--- config.mk ---
export PLATFORM = sky130hd
export DESIGN_NAME = range_to_block_splitter_flat
export DESIGN_NICKNAME = d
export VERILOG_FILES = /design/src/sv/rbs_pkg.sv /design/src/sv/rbs_req_if.sv /design/src/sv/rbs_blk_if.sv /design/src/sv/rbs_ctrl.sv /design/src/sv/rbs_datapath.sv /design/src/sv/range_to_block_splitter.sv /design/src/flat_wrapper.sv
export SDC_FILE = /design/constraint.sdc
export NUM_CORES = 2
export LEC_CHECK = 0
export BUFFER_PORTS_ARGS = -buffer_cell sky130_fd_sc_hd__buf_2
export CORE_AREA = 4 4 273 275
export CTS_BUF_LIST = sky130_fd_sc_hd__clkbuf_2 sky130_fd_sc_hd__clkbuf_4 sky130_fd_sc_hd__clkbuf_8
export CTS_CLUSTER_DIAMETER = 150
export DETAILED_ROUTE_END_ITERATION = 7
export DIE_AREA = 0 0 277 279
export HOLD_SLACK_MARGIN = 0.08
export PLACE_DENSITY = 0.71
export SYNTH_ARGS = -nofsm -noshare
export SYNTH_HDL_FRONTEND = slang
export SYNTH_SLANG_ARGS = --single-unit
--- constraint.sdc ---
create_clock -name clk -period 26 [get_ports clk]
set_input_delay 5.2 -clock clk [delete_from_list [all_inputs] [get_ports clk]]
set_output_delay 5.2 -clock clk [all_outputs]
set_load 0.05 [all_outputs]
--- src/sv/rbs_pkg.sv ---
// Shared types and constants for the range to block splitter.
// Holds field widths, parameter defaults and the controller/datapath structs.
// No dependencies; compile first.
package rbs_pkg;

    // Field widths.
    localparam int ADDR_W = 38;
    localparam int PART_W = 15;

    // Parameter defaults.
    localparam int PART_BYTES_DEF  = 9728000;
    localparam int BLOCK_BYTES_DEF = 184320;
    localparam int MAX_BLOCKS_DEF  = 64;

    // One result item as held in the output register.
    typedef struct packed {
        logic [PART_W-1:0] part_index;
        logic [ADDR_W-1:0] block_first;
        logic [ADDR_W-1:0] block_last;
        logic              last_of_run;
        logic              truncated;
        logic              bad_range;
    } blk_t;

    // Commands from the controller to the datapath.
    typedef struct packed {
        logic load;
        logic mul_step;
        logic setup;
        logic emit;
        logic emit_bad;
    } cmd_t;

    // Status from the datapath to the controller.
    typedef struct packed {
        logic bad_range;
        logic mul_last;
        logic run_end;
    } sts_t;

endpackage

--- src/sv/rbs_req_if.sv ---
// Request channel of the range to block splitter: one inclusive byte range.
// Depends on rbs_pkg for the field width.
interface rbs_req_if;
    logic                       valid;
    logic                       ready;
    logic [rbs_pkg::ADDR_W-1:0] range_start;
    logic [rbs_pkg::ADDR_W-1:0] range_end;

    modport source (output valid, output range_start, output range_end, input ready);
    modport sink   (input valid, input range_start, input range_end, output ready);
endinterface

--- src/sv/rbs_blk_if.sv ---
// Block channel of the range to block splitter: one request block per item.
// Depends on rbs_pkg for the field widths.
interface rbs_blk_if;
    logic                       valid;
    logic                       ready;
    logic [rbs_pkg::PART_W-1:0] part_index;
    logic [rbs_pkg::ADDR_W-1:0] block_first;
    logic [rbs_pkg::ADDR_W-1:0] block_last;
    logic                       last_of_run;
    logic                       truncated;
    logic                       bad_range;

    modport source (output valid, output part_index, output block_first,
                    output block_last, output last_of_run, output truncated,
                    output bad_range, input ready);
    modport sink   (input valid, input part_index, input block_first,
                    input block_last, input last_of_run, input truncated,
                    input bad_range, output ready);
endinterface

--- src/sv/rbs_ctrl.sv ---
// Controller of the range to block splitter: sequences multiply, setup and emit.
// Depends on rbs_pkg for the command and status structs.
module rbs_ctrl (
    input  logic          clk,
    input  logic          rst_n,
    input  logic          in_valid,
    output logic          in_ready,
    output logic          out_valid,
    input  logic          out_ready,
    input  rbs_pkg::sts_t sts,
    output rbs_pkg::cmd_t cmd
);
    import rbs_pkg::*;

    localparam logic [2:0] ST_IDLE  = 3'd0;
    localparam logic [2:0] ST_MUL   = 3'd1;
    localparam logic [2:0] ST_SETUP = 3'd2;
    localparam logic [2:0] ST_EMIT  = 3'd3;
    localparam logic [2:0] ST_BAD   = 3'd4;

    logic [2:0] state_reg, state_next;
    logic       out_valid_reg, out_valid_next;
    logic       slot_free;

    // The output register can take a new item when empty or being drained.
    assign slot_free = !out_valid_reg || out_ready;
    assign in_ready  = (state_reg == ST_IDLE);
    assign out_valid = out_valid_reg;

    // Next state and command decode.
    always_comb
    begin
        state_next = state_reg;
        cmd        = '0;
        case (state_reg)
            ST_IDLE:
            begin
                if (in_valid)
                begin
                    cmd.load   = 1'b1;
                    state_next = sts.bad_range ? ST_BAD : ST_MUL;
                end
            end
            ST_MUL:
            begin
                cmd.mul_step = 1'b1;
                if (sts.mul_last)
                begin
                    state_next = ST_SETUP;
                end
            end
            ST_SETUP:
            begin
                cmd.setup  = 1'b1;
                state_next = ST_EMIT;
            end
            ST_EMIT:
            begin
                if (slot_free)
                begin
                    cmd.emit = 1'b1;
                    if (sts.run_end)
                    begin
                        state_next = ST_IDLE;
                    end
                end
            end
            ST_BAD:
            begin
                if (slot_free)
                begin
                    cmd.emit_bad = 1'b1;
                    state_next   = ST_IDLE;
                end
            end
            default:
            begin
                state_next = ST_IDLE;
            end
        endcase
    end

    // Output valid follows emits and downstream takes.
    always_comb
    begin
        if (cmd.emit || cmd.emit_bad)
        begin
            out_valid_next = 1'b1;
        end
        else if (out_ready)
        begin
            out_valid_next = 1'b0;
        end
        else
        begin
            out_valid_next = out_valid_reg;
        end
    end

    always_ff @(posedge clk or negedge rst_n)
    begin
        if (!rst_n)
        begin
            state_reg     <= ST_IDLE;
            out_valid_reg <= 1'b0;
        end
        else
        begin
            state_reg     <= state_next;
            out_valid_reg <= out_valid_next;
        end
    end

endmodule

--- src/sv/rbs_datapath.sv ---
// Datapath of the range to block splitter: part index by reciprocal multiply,
// block generator and the output register. Depends on rbs_pkg.
module rbs_datapath #(
    parameter int PART_BYTES  = rbs_pkg::PART_BYTES_DEF,
    parameter int BLOCK_BYTES = rbs_pkg::BLOCK_BYTES_DEF,
    parameter int MAX_BLOCKS  = rbs_pkg::MAX_BLOCKS_DEF
) (
    input  logic                       clk,
    input  logic                       rst_n,
    input  logic [rbs_pkg::ADDR_W-1:0] range_start,
    input  logic [rbs_pkg::ADDR_W-1:0] range_end,
    input  rbs_pkg::cmd_t              cmd,
    output rbs_pkg::sts_t              sts,
    output rbs_pkg::blk_t              blk
);
    import rbs_pkg::*;

    localparam int CW = $clog2(MAX_BLOCKS + 1);
    localparam int EW = ADDR_W + 1;
    // The reciprocal is scaled by 2^RK so that the quotient is exact for every
    // offset of ADDR_W bits; it needs at most ADDR_W + 2 bits.
    localparam int RK = ADDR_W + $clog2(PART_BYTES);
    localparam int MW = ADDR_W + 2;
    localparam int HW = (ADDR_W + 1) / 2;
    localparam int PW = HW + MW;
    localparam int AW = ADDR_W + MW;
    localparam int QW = AW - RK;
    localparam logic [63:0]   RECIP_FULL = ((64'd1 << RK) + 64'(PART_BYTES) - 64'd1)
                                           / 64'(PART_BYTES);
    localparam logic [MW-1:0] RECIP    = MW'(RECIP_FULL);
    localparam logic [EW-1:0] PART_EXT = EW'(PART_BYTES);
    localparam logic [EW-1:0] PART_M1  = EW'(PART_BYTES - 1);
    localparam logic [EW-1:0] BLOCK_M1 = EW'(BLOCK_BYTES - 1);
    localparam logic [CW-1:0] CNT_LAST = CW'(MAX_BLOCKS - 1);

    logic [ADDR_W-1:0] offset_reg, offset_next;
    logic [ADDR_W-1:0] end_reg;
    logic [AW-1:0]     acc_reg, acc_next;
    logic              mul_cnt_reg;
    logic [PART_W-1:0] part_reg, part_next;
    logic [EW-1:0]     part_last_reg, part_last_next;
    logic [CW-1:0]     cnt_reg;
    blk_t              blk_reg;

    logic [HW-1:0]     mul_half;
    logic [PW-1:0]     half_prod;
    logic [QW-1:0]     quo;
    logic [EW-1:0]     stop_blk, stop_part, stop_fin, end_ext;
    logic              done, trunc;

    // Offset times the scaled reciprocal, one half of the offset per step:
    // the low half first, then the high half shifted into place.
    assign mul_half  = mul_cnt_reg ? HW'(offset_reg[ADDR_W-1:HW]) : offset_reg[HW-1:0];
    assign half_prod = PW'(mul_half) * PW'(RECIP);
    assign quo       = acc_reg[AW-1:RK];

    always_comb
    begin
        acc_next = acc_reg;
        if (cmd.load)
        begin
            acc_next = '0;
        end
        else if (cmd.mul_step)
        begin
            acc_next = acc_reg + (mul_cnt_reg ? (AW'(half_prod) << HW) : AW'(half_prod));
        end
    end

    // Block end: nearest of block size, part end and range end.
    assign end_ext   = {1'b0, end_reg};
    assign stop_blk  = {1'b0, offset_reg} + BLOCK_M1;
    assign stop_part = (part_last_reg < stop_blk) ? part_last_reg : stop_blk;
    assign stop_fin  = (end_ext < stop_part) ? end_ext : stop_part;
    assign done      = (stop_fin == end_ext);
    assign trunc     = !done && (cnt_reg == CNT_LAST);

    assign sts.bad_range = (range_start > range_end);
    assign sts.mul_last  = mul_cnt_reg;
    assign sts.run_end   = done || trunc;

    // Walk state: offset, part index and the last byte of the current part.
    always_comb
    begin
        offset_next    = offset_reg;
        part_next      = part_reg;
        part_last_next = part_last_reg;
        if (cmd.load)
        begin
            offset_next = range_start;
        end
        else if (cmd.setup)
        begin
            part_next      = quo[PART_W-1:0];
            part_last_next = EW'(quo) * PART_EXT + PART_M1;
        end
        else if (cmd.emit)
        begin
            offset_next = stop_fin[ADDR_W-1:0] + 1'b1;
            if (stop_fin == part_last_reg)
            begin
                part_next      = part_reg + 1'b1;
                part_last_next = part_last_reg + PART_EXT;
            end
        end
    end

    // Multiply step flag and block counter.
    always_ff @(posedge clk or negedge rst_n)
    begin
        if (!rst_n)
        begin
            mul_cnt_reg <= 1'b0;
            cnt_reg     <= '0;
        end
        else
        begin
            if (cmd.load)
            begin
                mul_cnt_reg <= 1'b0;
            end
            else if (cmd.mul_step)
            begin
                mul_cnt_reg <= 1'b1;
            end
            if (cmd.setup)
            begin
                cnt_reg <= '0;
            end
            else if (cmd.emit)
            begin
                cnt_reg <= cnt_reg + 1'b1;
            end
        end
    end

    // Payload registers.
    always_ff @(posedge clk)
    begin
        offset_reg    <= offset_next;
        acc_reg       <= acc_next;
        part_reg      <= part_next;
        part_last_reg <= part_last_next;
        if (cmd.load)
        begin
            end_reg <= range_end;
        end
        if (cmd.emit)
        begin
            blk_reg.part_index  <= part_reg;
            blk_reg.block_first <= offset_reg;
            blk_reg.block_last  <= stop_fin[ADDR_W-1:0];
            blk_reg.last_of_run <= done || trunc;
            blk_reg.truncated   <= trunc;
            blk_reg.bad_range   <= 1'b0;
        end
        else if (cmd.emit_bad)
        begin
            blk_reg.part_index  <= '0;
            blk_reg.block_first <= '0;
            blk_reg.block_last  <= '0;
            blk_reg.last_of_run <= 1'b1;
            blk_reg.truncated   <= 1'b0;
            blk_reg.bad_range   <= 1'b1;
        end
    end

    assign blk = blk_reg;

endmodule

--- src/sv/range_to_block_splitter.sv ---
// Range to block splitter: an inclusive byte range in, a run of request blocks out.
// The req channel takes one range as an item; the blk channel gives one block
// per item, each ending at the nearest of block size, part end and range end.
// A range is taken only while the block is idle. For a good range the part
// index of the start offset is found by multiplying with the reciprocal of the
// part size, one half of the offset per cycle, then a setup step, then one
// block per cycle while blk is not stalled. A run of at most MAX_BLOCKS blocks
// keeps req closed until its last block is loaded into the output register.
// An inverted range gives a single error item, loaded into the output register
// once it is free, after which req opens again.
// The last block of a run carries last_of_run; a run cut at MAX_BLOCKS blocks
// also carries truncated. A new range may be taken while the final block
// still waits in the output register.
// A stalled blk channel holds the current item and pauses block generation.
// Reset returns the controller to idle and empties the output register.
// Depends on rbs_pkg, rbs_req_if, rbs_blk_if, rbs_ctrl and rbs_datapath.
module range_to_block_splitter #(
    parameter int PART_BYTES  = rbs_pkg::PART_BYTES_DEF,
    parameter int BLOCK_BYTES = rbs_pkg::BLOCK_BYTES_DEF,
    parameter int MAX_BLOCKS  = rbs_pkg::MAX_BLOCKS_DEF
) (
    input logic      clk,
    input logic      rst_n,
    rbs_req_if.sink  req,
    rbs_blk_if.source blk
);
    import rbs_pkg::*;

    cmd_t cmd;
    sts_t sts;
    blk_t blk_q;

    // Controller.
    rbs_ctrl u_ctrl (
        .clk       (clk),
        .rst_n     (rst_n),
        .in_valid  (req.valid),
        .in_ready  (req.ready),
        .out_valid (blk.valid),
        .out_ready (blk.ready),
        .sts       (sts),
        .cmd       (cmd)
    );

    // Datapath.
    rbs_datapath #(
        .PART_BYTES  (PART_BYTES),
        .BLOCK_BYTES (BLOCK_BYTES),
        .MAX_BLOCKS  (MAX_BLOCKS)
    ) u_datapath (
        .clk         (clk),
        .rst_n       (rst_n),
        .range_start (req.range_start),
        .range_end   (req.range_end),
        .cmd         (cmd),
        .sts         (sts),
        .blk         (blk_q)
    );

    // Output payload.
    assign blk.part_index  = blk_q.part_index;
    assign blk.block_first = blk_q.block_first;
    assign blk.block_last  = blk_q.block_last;
    assign blk.last_of_run = blk_q.last_of_run;
    assign blk.truncated   = blk_q.truncated;
    assign blk.bad_range   = blk_q.bad_range;

`ifndef SYNTHESIS
    // A block never ends before it starts.
    a_block_order: assert property (@(posedge clk) disable iff (!rst_n)
        blk.valid && !blk.bad_range |-> blk.block_first <= blk.block_last)
        else $error("block ends before it starts");

    // An error item is alone in its run and carries zero block fields.
    a_bad_item: assert property (@(posedge clk) disable iff (!rst_n)
        blk.valid && blk.bad_range |-> blk.last_of_run && !blk.truncated
            && blk.block_first == '0 && blk.block_last == '0)
        else $error("malformed error item");

    // Truncation is only flagged on the final block of a run.
    a_trunc_last: assert property (@(posedge clk) disable iff (!rst_n)
        blk.valid && blk.truncated |-> blk.last_of_run)
        else $error("truncated flag on a non-final block");

    // A taken range keeps the request channel closed on the next cycle.
    a_one_range: assert property (@(posedge clk) disable iff (!rst_n)
        req.valid && req.ready |=> !req.ready)
        else $error("request channel open while a range is in work");
`endif

endmodule

--- src/flat_wrapper.sv ---
// flat-port wrapper written by rule: the top's interface ports become plain ports
module range_to_block_splitter_flat import rbs_pkg::*;
#(
    parameter int PART_BYTES  = rbs_pkg::PART_BYTES_DEF,
    parameter int BLOCK_BYTES = rbs_pkg::BLOCK_BYTES_DEF,
    parameter int MAX_BLOCKS  = rbs_pkg::MAX_BLOCKS_DEF
)
  (clk, rst_n, req_valid, req_range_start, req_range_end, req_ready, blk_valid, blk_part_index, blk_block_first, blk_block_last, blk_last_of_run, blk_truncated, blk_bad_range, blk_ready);
  rbs_req_if req_i ();
  rbs_blk_if blk_i ();
  input logic clk;
  input logic rst_n;
  input wire logic [$bits(req_i.valid)-1:0] req_valid;
  input wire logic [$bits(req_i.range_start)-1:0] req_range_start;
  input wire logic [$bits(req_i.range_end)-1:0] req_range_end;
  output wire logic [$bits(req_i.ready)-1:0] req_ready;
  output wire logic [$bits(blk_i.valid)-1:0] blk_valid;
  output wire logic [$bits(blk_i.part_index)-1:0] blk_part_index;
  output wire logic [$bits(blk_i.block_first)-1:0] blk_block_first;
  output wire logic [$bits(blk_i.block_last)-1:0] blk_block_last;
  output wire logic [$bits(blk_i.last_of_run)-1:0] blk_last_of_run;
  output wire logic [$bits(blk_i.truncated)-1:0] blk_truncated;
  output wire logic [$bits(blk_i.bad_range)-1:0] blk_bad_range;
  input wire logic [$bits(blk_i.ready)-1:0] blk_ready;
  assign req_i.valid = req_valid;
  assign req_i.range_start = req_range_start;
  assign req_i.range_end = req_range_end;
  assign req_ready = req_i.ready;
  assign blk_valid = blk_i.valid;
  assign blk_part_index = blk_i.part_index;
  assign blk_block_first = blk_i.block_first;
  assign blk_block_last = blk_i.block_last;
  assign blk_last_of_run = blk_i.last_of_run;
  assign blk_truncated = blk_i.truncated;
  assign blk_bad_range = blk_i.bad_range;
  assign blk_i.ready = blk_ready;
  range_to_block_splitter #(.PART_BYTES(PART_BYTES), .BLOCK_BYTES(BLOCK_BYTES), .MAX_BLOCKS(MAX_BLOCKS)) u_core (.clk(clk), .rst_n(rst_n), .req(req_i), .blk(blk_i));
endmodule
; Word level (Yosys, flattened, before mapping)
; Cells that the tools add are included.
[classes]
n_addsub = 7
multipliers = 2
div = 0
magnitude_cmp = 3
n_eq_ne = 13
shifts = 0
muxes = 35
bitwise_logic = 1
reduce_logical = 16
[ops]
columns = operator, n
row1 = $mux W39, 5
row2 = $mux W94, 2
row3 = $mux W38, 3
row4 = $add A39 B24 Y39 const B, 2
row5 = $add A78 B77 Y78, 1
row6 = $mux W77, 1
row7 = $mul A19 B39 Y58 const B, 1
row8 = $mux W15, 3
row9 = $add A38 B18 Y39 const B, 1
row10 = $eq A39 B38 Y1, 1
row11 = $eq A39 B39 Y1, 1
row12 = $lt A38 B39 Y1, 1
row13 = $lt A39 B39 Y1, 1
row14 = $add A38 B1 Y38 const B, 1
row15 = $gt A38 B38 Y1, 1
row16 = $mul A16 B12 Y27 const B, 1
row17 = $mux W19, 1
row18 = $mux W3, 6
row19 = $add A15 B1 Y15 const B, 1
row20 = $pmux W3 S5, 1
row21 = $mux W7, 2
row22 = $reduce_bool A2 Y1, 6
row23 = $mux W1, 11
row24 = $ne A2 B2 Y1 const B, 4
row25 = other kinds (14), 19
[totals]
regBits = 314
latch_bits = 0
ram_bits = 0
romBits = 0
elab_cells = 92
memories = 0

; Depth between registers and ports, before layout
[depth]
depth_word = 12
depth_mapped = 45
ltp_nobuf = 40

; Hierarchy
; A second synthesis with hierarchy kept.
[hier_totals]
hier_cells = 4386
hier_area_um2 = 39041.2
[modules_own_cells]
columns = module, instances, cells_per_inst, area_per_inst_um2, seq_area_each_um2
row1 = rbs_datapath, 1, 4356, 38772.2, 8117.8
row2 = rbs_ctrl, 1, 30, 269.0, 100.1

; Worst setup path before layout
; OpenSTA, ideal clock, no wires.
[synth_path]
kind = reg-to-reg
from = register u_core.u_datapath.offset_reg[0]
to = register u_core.u_datapath.part_last_reg[12] (enable)
setup_time_ns = 0.504
arrival_time_ns = 11.522
path_slack_ns = 13.974
stages_incl_launch_ff = 38
synth_period_minus_slack_ns = 12.026
path_cell_list = edfxtp_1 clkbuf_1 inv_1 ha_1 or4b_1 buf_2 nor4_4 nor2_1 and3_1 xnor2_2 ha_1 a41o_1 nor3_1 nand3_1 o211a_1 buf_4 a21oi_1 clkbuf_1 [... 2 more ...] ha_1 a211oi_1 o21bai_1 o2111ai_1 nand4b_1 or2_2 o21a_1 a21o_1 buf_4 buf_2 buf_2 buf_2 a31oi_1 ha_1 clkbuf_1 o211ai_1 or4b_1 o31ai_1
[synth_via]
elab_chain_cells = 8
[synth_rtl]
columns = element, line
row1 = "start, declared", rbs_datapath.sv:36  ; logic [ADDR_W-1:0] offset_reg, offset_next;
row2 = "start signal, assigned", rbs_datapath.sv:140  ; offset_reg <= offset_next;
row3 = $add A38 B18 Y39 *, rbs_datapath.sv:72  ; assign stop_blk = {1'b0, offset_reg} + BLOCK_M1;
row4 = $lt A39 B39 Y1, rbs_datapath.sv:73  ; assign stop_part = (part_last_reg < stop_blk) ? part_last_reg : stop_blk;
row5 = $mux W39 *, rbs_datapath.sv:73
row6 = $lt A38 B39 Y1, rbs_datapath.sv:74  ; assign stop_fin = (end_ext < stop_part) ? end_ext : stop_part;
row7 = $mux W39 *, rbs_datapath.sv:74
row8 = $eq A39 B39 Y1 *, rbs_datapath.sv:100  ; if (stop_fin == part_last_reg)
row9 = $reduce_bool A2 Y1 (no source line) *, -
row10 = $reduce_and A3 Y1 (no source line) *, -
row11 = "end signal, assigned", rbs_datapath.sv:143  ; part_last_reg <= part_last_next;
row12 = "end, declared", rbs_datapath.sv:41  ; logic [EW-1:0] part_last_reg, part_last_next;
; Mark *: on every way between the ends. The rest lies on a longest branch, timed or not.
; A chain may end at the register's enable or synchronous reset.

; Final worst setup path
[layout_path]
from = register u_core.u_datapath.mul_cnt_reg
to = register u_core.u_datapath.acc_reg[67]
[layout_via]
elab_chain_cells = 4
[layout_rtl]
columns = element, line
row1 = "start, declared", rbs_datapath.sv:39  ; logic mul_cnt_reg;
row2 = "start signal, assigned", rbs_datapath.sv:113  ; mul_cnt_reg <= 1'b0;
row3 = "start signal, assigned", rbs_datapath.sv:120  ; mul_cnt_reg <= 1'b0;
row4 = "start signal, assigned", rbs_datapath.sv:124  ; mul_cnt_reg <= 1'b1;
row5 = $mux W19, rbs_datapath.sv:53  ; assign mul_half = mul_cnt_reg ? HW'(offset_reg[ADDR_W-1:HW]) : offset_reg[HW-1:0];
row6 = $mul A19 B39 Y58, rbs_datapath.sv:54  ; assign half_prod = PW'(mul_half) * PW'(RECIP);
row7 = $mux W77 *, rbs_datapath.sv:66  ; acc_next = acc_reg + (mul_cnt_reg ? (AW'(half_prod) << HW) : AW'(half_prod));
row8 = $add A78 B77 Y78 *, rbs_datapath.sv:66
row9 = "end signal, assigned", rbs_datapath.sv:141  ; acc_reg <= acc_next;
row10 = "end, declared", rbs_datapath.sv:38  ; logic [AW-1:0] acc_reg, acc_next;
; Marks and branches as above.

==> impl_metrics.csv <==
group,metric,value,unit
outcome,status,"finished, final reports clean",
yosys,ys_seq_area_frac,0.209,
clock_tree,clkSinkCount,302,
global_routing,grt_max_degree,84,
clock_tree,cts-root-buf,"clkbuf_8",
global_routing,overflow,0,
sta,finalSetupViolations,0,
placement,gp_congestion,1.09,
clock_tree,path_clk_slew,60,ps
global_routing,grtUsageMet2,0.533,
yosys,synth_top_cell_by_area,"ha_1",
setup_path,crit_arrival,13250,ps
detailed_routing,firstDrtPassIters,8,
die,dieArea,0.0773,sq mm
yosys,yosys-mux-area-fraction,0.0212,
setup_path,required,26600,ps
global_routing,grt_pass1_vias,33381,
yosys,yosysMostFrequentCell,"inv_1",
setup_path,crit_buf_inv,7,
detailed_routing,vias,33864,
detailed_routing,drt-wirelength-per-cell,23.5,um
final_layout,largest_reg_flops,94,
die,initial_utilization,0.543,
yosys,synthDominantCellAreaShare,0.174,
final_layout,fillers,6553,
yosys,synthSimpleGateAreaFrac,0.156,
setup_path,crit_slowest_cell,"dfrtp_2",
detailed_routing,drc_errors,0,
clock_tree,cts_tree,"yes",
final_layout,drive_gt1_frac,0.0899,
sta,rsz0062_at_grt,"no",
die,io_pins,176,
detailed_routing,ant_nets,0,
sta,max_freq,0.0791,GHz
die,rows,99,
detailed_routing,drtIter0Drc,3354,
sta,finalHoldViolCount,0,
setup_path,critical_path_class,"reg2reg",
yosys,synth-compound-area-share,0.162,
clock_tree,post_cts_buffers,0,
setup_path,cp-end-kind,"register",
clock_tree,cts_buffer_depth,3,
clock_tree,worst_skew_pair.late_latency,720,ps
sta,tightest_slew,1340,ps
yosys,yosys_warnings,0,
final_layout,nets,5471,
sta,fin_tns_setup,0,ps
yosys,synth-seq-cells,302,
yosys,syn_nets,5361,
sta,finalCritPeriodShare,0.486,
die,die_w,277,um
clock_tree,cts_made_buffers,57,
setup_path,path_delay_family,"compound AO/OA/AOI/OAI gates",
yosys,syn_area,0.0393,sq mm
global_routing,grtUsageMet3,0.0595,
yosys,synth_area_per_cell,8.81,sq um
global_routing,grt_pass1_wl,199000,um
die,core_area,0.0723,sq mm
yosys,synthDistinctLibCells,103,
sta,fin_skew,84.1,ps
sta,period_needed,12640,ps
yosys,synth.area.top_cells,"ha_1 (17%), edfxtp_1 (16%), fa_1 (14%)",
clock_tree,hold_buffers,0,
yosys,synthCells,4462,
hold_path,hold_path.class,"reg2reg",
yosys,synth_top_family_by_area,"adder cells",
detailed_routing,postRouteWirelength,131000,um
clock_tree,cts_resized,0,
die,die_h,279,um
setup_path,cpPeakStageDelay,770,ps
flow_run,maxCapViolCount,0,
placement,place_hpwl,106000,um
detailed_routing,via_per_inst,6.07,
global_routing,grt_use_total,0.331,
global_routing,antenna_found_initial,4,
global_routing,grtUsageMet1,0.428,
global_routing,gr-max-usage-layer,"met2",
yosys,synth_enable_flop_cells,211,
yosys,synth-xor-area-share,0.0659,
setup_path,crit_fanout,48,
yosys,synthTopCellsByCount,"inv_1 (578), ha_1 (546), nand2_1 (330), nor2_1 (316), a21oi_1 (311)",
sta,final-max-slew-violation-count,0,
placement,port_buffers,175,
sta,slew_headroom,0.0986,
yosys,async_flop_share,0.0397,
yosys,synth-adder-area-share,0.313,
yosys,ys.flop_type,"edfxtp_1",
clock_tree,h-tree-depth,2,
setup_path,startpoint_type,"register",
final_layout,area.growth.synth_to_final,7.33,%
cells by family after synthesis:
| kind of cell | count (synthesis) |
|---|---|
| and+or+nand+nor | 1249 |
| xor gates and xnor gates | 284 |
| DFF | 302 |
| buffers and inverters | 742 |
| adders and majority gates | 819 |
| muxes | 78 |
| AOI/OAI and AO/OA | 988 |
final timing paths:
| path | startpoint | end | slack (ps) | cells after the start |
|---|---|---|---|---|
| max | u_core.u_datapath.mul_cnt_reg | u_core.u_datapath.acc_reg[67] | 13360 | 40 |
| min | u_core.u_datapath.acc_reg[52] | u_core.u_datapath.acc_reg[52] | 460 | 2 |
| max reg2reg | u_core.u_datapath.mul_cnt_reg | u_core.u_datapath.acc_reg[67] | 13360 | 40 |
| min reg2reg | u_core.u_datapath.acc_reg[52] | u_core.u_datapath.acc_reg[52] | 460 | 2 |
| max in group asynchronous | rst_n | u_core.u_datapath.mul_cnt_reg | 21240 | 1 |
| min in group asynchronous | rst_n | u_core.u_ctrl.state_reg[0] | 4420 | 1 |
cell type report:
type / instances / area (sq um) / area share
inverter: 579 / 2180 / 0.0516
antenna: 2 / 5.00 / 0.000119
timing repair buffer: 214 / 1170 / 0.0277
clock inverter: 29 / 229 / 0.00543
multi-input combinational: 3418 / 28300 / 0.670
clock buffer: 74 / 918 / 0.0218
tap: 959 / 1200 / 0.0284
sequential: 302 / 8220 / 0.195
stage by stage:
stage	hold WS (ps)	utilization	setup slack (ps)	cell area, sq um	std cells
after detailed placement	451	0.567	13550	41000	5472
final	457	0.583	13360	42200	5577
after floorplan	432	-	13970	39300	4462
after global routing	470	0.583	12610	42200	5576
after CTS	459	0.583	13480	42200	5575
after global placement	443	0.567	13680	41000	5472
layer usage:
metal / share of wire / up-vias
li1: - / 15795
met5: 0 / -
met3: 0.077 / 415
met1: 0.40 / 16198
met4: 0.063 / 0
met2: 0.45 / 1456
cell usage in the layout, fill, tap and decap left out, types with 102 or more instances in the layout:
| master | synthesis | layout |
|---|---|---|
| inv_1 | 578 | 577 |
| ha_1 | 546 | 546 |
| nand2_1 | 330 | 327 |
| nor2_1 | 316 | 315 |
| a21oi_1 | 311 | 310 |
| fa_1 | 273 | 273 |
| edfxtp_1 | 211 | 211 |
| o21ai_0 | 209 | 208 |
| buf_2 | 22 | 175 |
| xnor2_1 | 172 | 172 |
| a21o_1 | 116 | 115 |
| nand3_1 | 102 | 102 |
| xor2_1 | 102 | 102 |
worst register-to-register path, delay by kind of cell (launching register included):
family,cells,cell delay [ps]
fa+ha+maj,8,3350
compound gates,19,5620
flops,1,770
buf+inv,7,1770
simple gates,6,1050
Power is left out: the tool's default activity adds up to more than one toggle a clock period on the data nets, which glitch-free logic cannot reach.
